<file path="config.mk">
export PLATFORM = sky130hd
export DESIGN_NAME = polyphonic_sawtooth_mixer_core
export DESIGN_NICKNAME = d
export VERILOG_FILES = /design/src/hw/rtl/psm_pkg.sv /design/src/hw/rtl/psm_voice_bank.sv /design/src/hw/rtl/psm_mixer.sv /design/src/hw/rtl/polyphonic_sawtooth_mixer_core.sv
export SDC_FILE = /design/constraint.sdc
export NUM_CORES = 1
export LEC_CHECK = 0
export BUFFER_PORTS_ARGS = -buffer_cell sky130_fd_sc_hd__buf_2
export CELL_PAD_IN_SITES_DETAIL_PLACEMENT = 1
export CELL_PAD_IN_SITES_GLOBAL_PLACEMENT = 1
export CORE_ASPECT_RATIO = 1.5
export CORE_MARGIN = 1.5
export CORE_UTILIZATION = 53
export CTS_CLUSTER_DIAMETER = 120
export DETAILED_ROUTE_END_ITERATION = 8
export PLACE_DENSITY_LB_ADDON = 0.15
export SYNTH_ARGS = -nofsm -noshare
export SYNTH_HDL_FRONTEND = slang
export SYNTH_SLANG_ARGS = --single-unit
</file>
<file path="constraint.sdc">
create_clock -name clk -period 9.3 [get_ports clk]
set_input_delay 2.325 -clock clk [delete_from_list [all_inputs] [get_ports clk]]
set_output_delay 2.325 -clock clk [all_outputs]
set_load 0.05 [all_outputs]
</file>
<file path="src/hw/rtl/psm_pkg.sv">
// Package for the polyphonic sawtooth mixer: sizes, register indexes,
// shared types and the octave step scaling function. No dependencies.
package psm_pkg;

  // Oscillator bank size and derived index widths.
  localparam int VOICES  = 16;
  localparam int VIDX_W  = (VOICES > 1) ? $clog2(VOICES) : 1;
  localparam int VOICE_W = 4;
  localparam int VEXT_W  = (VIDX_W > VOICE_W) ? VIDX_W : VOICE_W;

  // Field and state widths.
  localparam int STEP_W   = 31;
  localparam int ACC_W    = 32;
  localparam int TOP_W    = 8;
  localparam int SUM_W    = 12;
  localparam int OCTAVE_W = 4;
  localparam int VOLUME_W = 5;
  localparam int CFG_W    = 5;
  localparam int CFG_IDX_W = 1;

  // Reset values and the reference points of the two knobs.
  localparam logic [OCTAVE_W-1:0] OCTAVE_RST = OCTAVE_W'(4);
  localparam logic [VOLUME_W-1:0] VOLUME_RST = VOLUME_W'(16);
  localparam logic [OCTAVE_W-1:0] OCTAVE_MID = OCTAVE_W'(4);
  localparam logic [VOLUME_W-1:0] VOLUME_MAX = VOLUME_W'(16);
  localparam logic [3:0]          SHIFT_MAX  = 4'd8;

  // Configuration register indexes.
  localparam logic [CFG_IDX_W-1:0] CFG_OCTAVE = 1'b0;
  localparam logic [CFG_IDX_W-1:0] CFG_VOLUME = 1'b1;

  // One accumulator update travelling from the top level to the voice bank.
  typedef struct packed {
    logic              en;
    logic [VIDX_W-1:0] vidx;
    logic [ACC_W-1:0]  step;
  } note_upd_t;

  // Scale a base step by the octave: left above the middle octave,
  // right at or below it. Bits above the accumulator width are dropped.
  function automatic logic [ACC_W-1:0] scale_step(input logic [STEP_W-1:0]   step,
                                                  input logic [OCTAVE_W-1:0] octave);
    logic [ACC_W-1:0] base;
    logic [OCTAVE_W-1:0] amt;
    base = {{(ACC_W-STEP_W){1'b0}}, step};
    if (octave > OCTAVE_MID) begin
      amt = octave - OCTAVE_MID;
      scale_step = base << amt;
    end else begin
      amt = OCTAVE_MID - octave;
      scale_step = base >> amt;
    end
  endfunction

endpackage

</file>
<file path="src/hw/rtl/psm_voice_bank.sv">
// Bank of per-voice 32-bit phase accumulators with in-place update.
// Depends on psm_pkg for sizes and the note_upd_t type.
module psm_voice_bank
  import psm_pkg::*;
(
  input  logic                    clk,
  input  logic                    rst_n,
  input  note_upd_t               upd,
  output logic signed [TOP_W-1:0] top
);

  logic [ACC_W-1:0] acc_r [VOICES];
  logic [ACC_W-1:0] acc_sum;

  // New phase of the addressed voice; its top byte is the sawtooth value.
  assign acc_sum = acc_r[upd.vidx] + upd.step;
  assign top     = signed'(acc_sum[ACC_W-1 -: TOP_W]);

  // Write the new phase back; reset clears every accumulator.
  always_ff @(posedge clk) begin
    if (!rst_n) begin
      for (int i = 0; i < VOICES; i++) begin
        acc_r[i] <= '0;
      end
    end else if (upd.en) begin
      acc_r[upd.vidx] <= acc_sum;
    end
  end

endmodule

</file>
<file path="src/hw/rtl/psm_mixer.sv">
// Running saturating sum of sawtooth values, volume shift and output register.
// Depends on psm_pkg for widths and knob constants.
module psm_mixer
  import psm_pkg::*;
(
  input  logic                       clk,
  input  logic                       rst_n,
  input  logic                       go,
  input  logic                       note_en,
  input  logic                       emit,
  input  logic signed [TOP_W-1:0]    top,
  input  logic [VOLUME_W-1:0]        volume,
  output logic                       out_free,
  output logic                       out_valid,
  input  logic                       out_stall,
  output logic signed [SUM_W-1:0]    out_sample
);

  localparam logic signed [SUM_W:0] SAT_HI = (SUM_W+1)'((1 << (SUM_W-1)) - 1);
  localparam logic signed [SUM_W:0] SAT_LO = -(SUM_W+1)'(1 << (SUM_W-1));

  logic signed [SUM_W-1:0] sum_r, sum_nxt, sum_upd;
  logic signed [SUM_W:0]   sum_wide;
  logic [VOLUME_W-1:0]     vol_c;
  logic [3:0]              shift;
  logic                    out_valid_r, out_valid_nxt;
  logic signed [SUM_W-1:0] out_sample_r;

  assign out_free = !out_valid_r || !out_stall;

  // Add the voice's top byte with saturation to the 12-bit range.
  always_comb begin
    sum_wide = {sum_r[SUM_W-1], sum_r} + (SUM_W+1)'(top);
    if (sum_wide > SAT_HI) begin
      sum_upd = SAT_HI[SUM_W-1:0];
    end else if (sum_wide < SAT_LO) begin
      sum_upd = SAT_LO[SUM_W-1:0];
    end else begin
      sum_upd = sum_wide[SUM_W-1:0];
    end
  end

  // Volume picks the arithmetic right shift; values above the top act as the top.
  always_comb begin
    vol_c = (volume > VOLUME_MAX) ? VOLUME_MAX : volume;
    shift = SHIFT_MAX - vol_c[VOLUME_W-1:1];
  end

  // Next sum and output word.
  always_comb begin
    sum_nxt       = sum_r;
    out_valid_nxt = out_valid_r && out_stall;
    if (go) begin
      if (note_en) begin
        sum_nxt = sum_upd;
      end
      if (emit) begin
        sum_nxt       = '0;
        out_valid_nxt = 1'b1;
      end
    end
  end

  always_ff @(posedge clk) begin
    if (!rst_n) begin
      sum_r       <= '0;
      out_valid_r <= 1'b0;
    end else begin
      sum_r       <= sum_nxt;
      out_valid_r <= out_valid_nxt;
    end
  end

  // The sample payload loads only when a frame ends.
  always_ff @(posedge clk) begin
    if (go && emit) begin
      out_sample_r <= (note_en ? sum_upd : sum_r) >>> shift;
    end
  end

  assign out_valid  = out_valid_r;
  assign out_sample = out_sample_r;

endmodule

</file>
<file path="src/hw/rtl/polyphonic_sawtooth_mixer_core.sv">
// Top level of the polyphonic sawtooth mixer: input register, config registers,
// flow control; uses psm_pkg, psm_voice_bank and psm_mixer.
//
//   Channel  Ports                                          Moves
//   in       in_valid/in_stall, has_note, voice, step, last one note word
//   out      out_valid/out_stall, out_sample                one sample word
//   cfg      cfg_we, cfg_index, cfg_data                    octave or volume
//
// One word is taken per cycle while in_stall is low; an accepted word is held
// in the input register, which feeds the voice bank, and a frame's sample is
// registered on out. The rate is set by the accumulator read-add-write path.
// Reset is synchronous: accumulators and the sum clear, octave is 4, volume 16.
// A held output only stalls the input when a frame-ending word is waiting.
module polyphonic_sawtooth_mixer_core
  import psm_pkg::*;
(
  input  logic                    clk,
  input  logic                    rst_n,
  input  logic                    in_valid,
  output logic                    in_stall,
  input  logic                    in_has_note,
  input  logic [VOICE_W-1:0]      in_voice,
  input  logic [STEP_W-1:0]       in_note_step,
  input  logic                    in_last,
  output logic                    out_valid,
  input  logic                    out_stall,
  output logic signed [SUM_W-1:0] out_sample,
  input  logic                    cfg_we,
  input  logic [CFG_IDX_W-1:0]    cfg_index,
  input  logic [CFG_W-1:0]        cfg_data
);

  logic [OCTAVE_W-1:0] octave_r;
  logic [VOLUME_W-1:0] volume_r;

  logic                s1_valid_r;
  logic                s1_has_note_r;
  logic [VOICE_W-1:0]  s1_voice_r;
  logic [STEP_W-1:0]   s1_step_r;
  logic                s1_last_r;

  logic [VEXT_W-1:0]      voice_ext;
  logic                   in_range;
  logic                   emit;
  logic                   go;
  logic                   out_free;
  note_upd_t              upd;
  logic signed [TOP_W-1:0] top;

  // Configuration registers.
  always_ff @(posedge clk) begin
    if (!rst_n) begin
      octave_r <= OCTAVE_RST;
      volume_r <= VOLUME_RST;
    end else if (cfg_we) begin
      unique case (cfg_index)
        CFG_OCTAVE: octave_r <= cfg_data[OCTAVE_W-1:0];
        CFG_VOLUME: volume_r <= cfg_data[VOLUME_W-1:0];
        default:    ;
      endcase
    end
  end

  // Stage control: a word that ends a frame needs room in the output register.
  assign emit     = !s1_has_note_r || s1_last_r;
  assign go       = s1_valid_r && (!emit || out_free);
  assign in_stall = s1_valid_r && !go;

  always_ff @(posedge clk) begin
    if (!rst_n) begin
      s1_valid_r <= 1'b0;
    end else if (!in_stall) begin
      s1_valid_r <= in_valid;
    end
  end

  always_ff @(posedge clk) begin
    if (in_valid && !in_stall) begin
      s1_has_note_r <= in_has_note;
      s1_voice_r    <= in_voice;
      s1_step_r     <= in_note_step;
      s1_last_r     <= in_last;
    end
  end

  // Accumulator update for a note whose voice exists in the bank.
  assign voice_ext = VEXT_W'(s1_voice_r);
  assign in_range  = int'(voice_ext) < VOICES;
  assign upd.en    = go && s1_has_note_r && in_range;
  assign upd.vidx  = voice_ext[VIDX_W-1:0];
  assign upd.step  = scale_step(s1_step_r, octave_r);

  psm_voice_bank u_bank (
    .clk   (clk),
    .rst_n (rst_n),
    .upd   (upd),
    .top   (top)
  );

  psm_mixer u_mixer (
    .clk        (clk),
    .rst_n      (rst_n),
    .go         (go),
    .note_en    (upd.en),
    .emit       (emit),
    .top        (top),
    .volume     (volume_r),
    .out_free   (out_free),
    .out_valid  (out_valid),
    .out_stall  (out_stall),
    .out_sample (out_sample)
  );

endmodule
</file>
==> impl_metrics.toml <==
[status]
status = "finished, final reports clean"

[worst_setup_path]
critPathMaxFanout = 23
critPathTopFamily = "simple AND/OR/NAND/NOR gates"
worst-r2r-setup-slack_ps = 710
timing.reg2reg.worst_path_depth = 29
worst_path_max_delay_cell = "ha_1"
critical_path.n_buffers_inverters = 2
critical_path_class = "reg -> reg"
worst_setup_path_start_kind = "flop"
critical_path.reg2reg.endpoint = "u_mixer.out_sample[1]$_DFFE_PP_"
critPathMostFrequentCell = "ha_1"
r2r-start = "octave_r[1]$_SDFFE_PN0P_"
cpPeakStageDelay_ps = 640
worstPathArrival_ps = 8960
critPathCaptureType = "flop"
worst_ep_required_time_ps = 9670

[detailed_routing]
routedWlPerCell_microns = 31.4
vias = 21070
initialDrtViolationCount = 1861
drcViolationCount = 0
detail-route-antenna-nets = 0
finalWirelength_microns = 99300
drt_pass1_iterations = 5
vias_per_cell = 6.66

[clocking]
post-cts-setup-buffers = 0
clk_root_buffer_cell = "clkbuf_16"
clock_tree_from_tritoncts = "yes"
clk_pin_slew_worst_paths_ps = 70
cts-buffers-inserted = 55
insertion_delay_ps = 630
cts_max_path_buffers = 3
cts.sink_count = 587
ctsHtreeMaxLevel = 2

[floorplan]
fp.coreArea_sq_um = 56000
initial_core_util = 0.537
fp.dieArea_sq_um = 58200
die-width_microns = 197
die_h_microns = 295
floorplan.io_pins = 62
fp-row-count = 106

[min_path]
hold_depth = 2
holdPathEnd = "u_mixer.sum_r[0]$_SDFFE_PN0P_"
hp-class = "reg -> reg"
worstHoldStart = "u_mixer.sum_r[0]$_SDFFE_PN0P_"

[synthesis]
post_synth_inst_count = 2352
syn_area_per_cell_sq_um = 12.8
synth_xor_xnor_area_share = 0.0102
post_synth_mux_area_share = 0.171
post_synthesis_net_count = 2451
synth_commonest_cells = "nor2_1, edfxtp_1, mux4_2"
yosys-top-cells-area = "edfxtp_1, mux4_2, nor2_1"
ys_async_sr_fraction = 0
synth_top_family_by_area = "multiplexers"
most_numerous_cell_in_the_yosys_netlist = "nor2_1"
synth-simple-area-share = 0.121
primary_flip_flop_cell_chosen_by_synthesis_mapping = "edfxtp_1"
compound_gate_portion_of_the_synthesized_area = 0.0696
ys.warnings.count = 0
seq_area_frac_synth = 0.578
yosysUniqueCellTypes = 81
syn_area_sq_um = 30100
synthDominantAreaCellType = "edfxtp_1"
post_synthesis_adder_cell_area_fraction = 0.0217
yosys_register_bits = 587
number_of_enable_type_register_cells_in_the_synthesized_netlist = 561
synth_top_area_share = 0.560

[timing]
setup_tns_after_final_layout_ps = 0
rsz_0062_raised_after_global_routing = "false"
finClkSkew_ps = 32.5
timing_worst_slew_pin_value_ps = 1270
finalMaxSlewViolations = 0
setup-violations-final = 0
achievable-frequency_ghz = 0.116
fin_ws_ps = 712
final_critical_path_share_of_the_clock_period = 0.923
relSlewSlack = 0.146
hold_viol = 0
layout_min_cycle_time_ps = 8590

[placed_design]
detailed_place.area_sq_um = 31300
post-dp-hpwl_microns = 62600
port_buffers = 61
globalplace.congestion = 0.928
placement.setup.worst_slack_ps = 757

[finish]
layout.cell_area.non_filler_sq_um = 33100
fillers = 5550
multi_input_area_sq_um = 11900
ff_latch_area_sq_um = 17400
syn_to_final_growth_pct = 10.1
number_of_nets_in_the_layout = 2463
final_layout_size_suffix_gt1_frac = 0.211

[power]
power-per-cell-area_nw_per_um2 = 226
power.leakage_nw = 12.0
total_power_mw = 7.49
peakVddDrop_mv = 0.160

[global_routing]
antenna_found_initial = 1
grt_util_met3 = 0.0588
grt-busiest-layer = "met2"
use_met2 = 0.612
grt_use_total = 0.350
grt_pass1_vias = 22518
use_met1 = 0.415
grt-ovfl-total = 0
grt_first_pass_wirelength_microns = 147000
grt_start_max_net_pins = 71

[job]
drv_cap = 0
## final cells by class
cell class,instances,area share
Antenna cell,1,0.0000756
Clock buffer,67,0.0438
Clock inverter,32,0.00952
Inverter,32,0.00363
Multi-Input combinational cell,1549,0.361
Sequential cell,587,0.525
Tap cell,756,0.0286
Timing Repair Buffer,139,0.0285
## cells by family (layout without fill, tap and decap cells)
logic type | after synthesis | count (layout)
and+or+nand+nor | 871 | 871
AOI/OAI and AO/OA | 320 | 320
other | 0 | 1
buffers and inverters | 216 | 270
DFF | 587 | 587
xor gates and xnor gates | 35 | 35
muxes | 272 | 272
adders and majority gates | 51 | 51
## power by group
group | internal (mW) | leakage [nW] | total, mW | switching, mW
sequential | 3.00 | 5.98 | 3.06 | 0.0684
clock | 1.23 | 0.850 | 2.26 | 1.03
combinational | 0.680 | 5.22 | 2.17 | 1.49
## sequential cells by signal (all words and copies together), names as in the netlist, named ones only
signal,cells
s1_last_r,1
s1_has_note_r,1
u_mixer.sum_r,12
s1_valid_r,1
volume_r,4
u_mixer.out_valid,1
s1_voice_r,4
octave_r,4
u_mixer.out_sample,12
u_bank.acc_r,512
s1_step_r,31
## placed cells by master, fill, tap and decap left out, types with 8 or more instances in the layout
master,count
inv_1,29
nand2b_1,16
clkbuf_16,55
ha_1,49
clkbuf_1,9
a21o_1,18
mux2_2,22
o211ai_1,13
mux2i_1,59
dfxtp_1,20
a31oi_1,10
xor2_1,17
buf_2,61
nand2_2,22
a211oi_1,11
a21oi_1,101
buf_4,73
nor3_1,14
nor2b_1,27
clkinv_2,9
xnor2_1,13
a22oi_1,13
nor2_1,577
clkinv_1,9
nand2_1,117
a21boi_0,13
edfxtp_1,561
mux4_2,191
o21a_1,8
and2_1,8
o22ai_1,14
o21ai_0,57
nand3_1,39
## worst min-delay path: stages (launching register included)
cell      delay (ps)
dfxtp_1          330
nand2_1           60
a21boi_0          70
## stage by stage
step | utilization | instances | hold WS [ps]
2_1_floorplan | - | 2352 | 457
3_3_place_gp | 0.560 | 3063 | 476
3_5_place_dp | 0.560 | 3063 | 493
4_1_cts | 0.591 | 3162 | 503
5_1_grt | 0.591 | 3162 | 531
6_report | 0.591 | 3163 | 505
## how the worst max path moves through the flow
stage          slack [ps]  cells after the start                               to                      from
2_1_floorplan        1000                     34  u_mixer.out_sample[1]$_DFFE_PP_  octave_r[0]$_SDFFE_PN0P_
3_3_place_gp          810                     26  u_mixer.out_sample[4]$_DFFE_PP_  octave_r[0]$_SDFFE_PN0P_
3_5_place_dp          760                     26  u_mixer.out_sample[4]$_DFFE_PP_  octave_r[0]$_SDFFE_PN0P_
4_1_cts               680                     26  u_mixer.out_sample[4]$_DFFE_PP_  octave_r[0]$_SDFFE_PN0P_
5_1_grt                40                     31  u_mixer.out_sample[1]$_DFFE_PP_  octave_r[1]$_SDFFE_PN0P_
6_report              710                     29  u_mixer.out_sample[1]$_DFFE_PP_  octave_r[1]$_SDFFE_PN0P_
## what timing repair did
action / 4_1_cts / 5_1_grt
hold buffers: 0 / 0
gates resized for setup: 0 / 2
setup endpoints to repair: 0 / 4
## per-layer routing
layer | vias to the layer above | part of all wire
li1 | 8783 | -
met1 | 10831 | 0.35
met2 | 1140 | 0.52
met3 | 316 | 0.083
met4 | 0 | 0.055
met5 | - | 0
(Power assumes the default switching activity.)
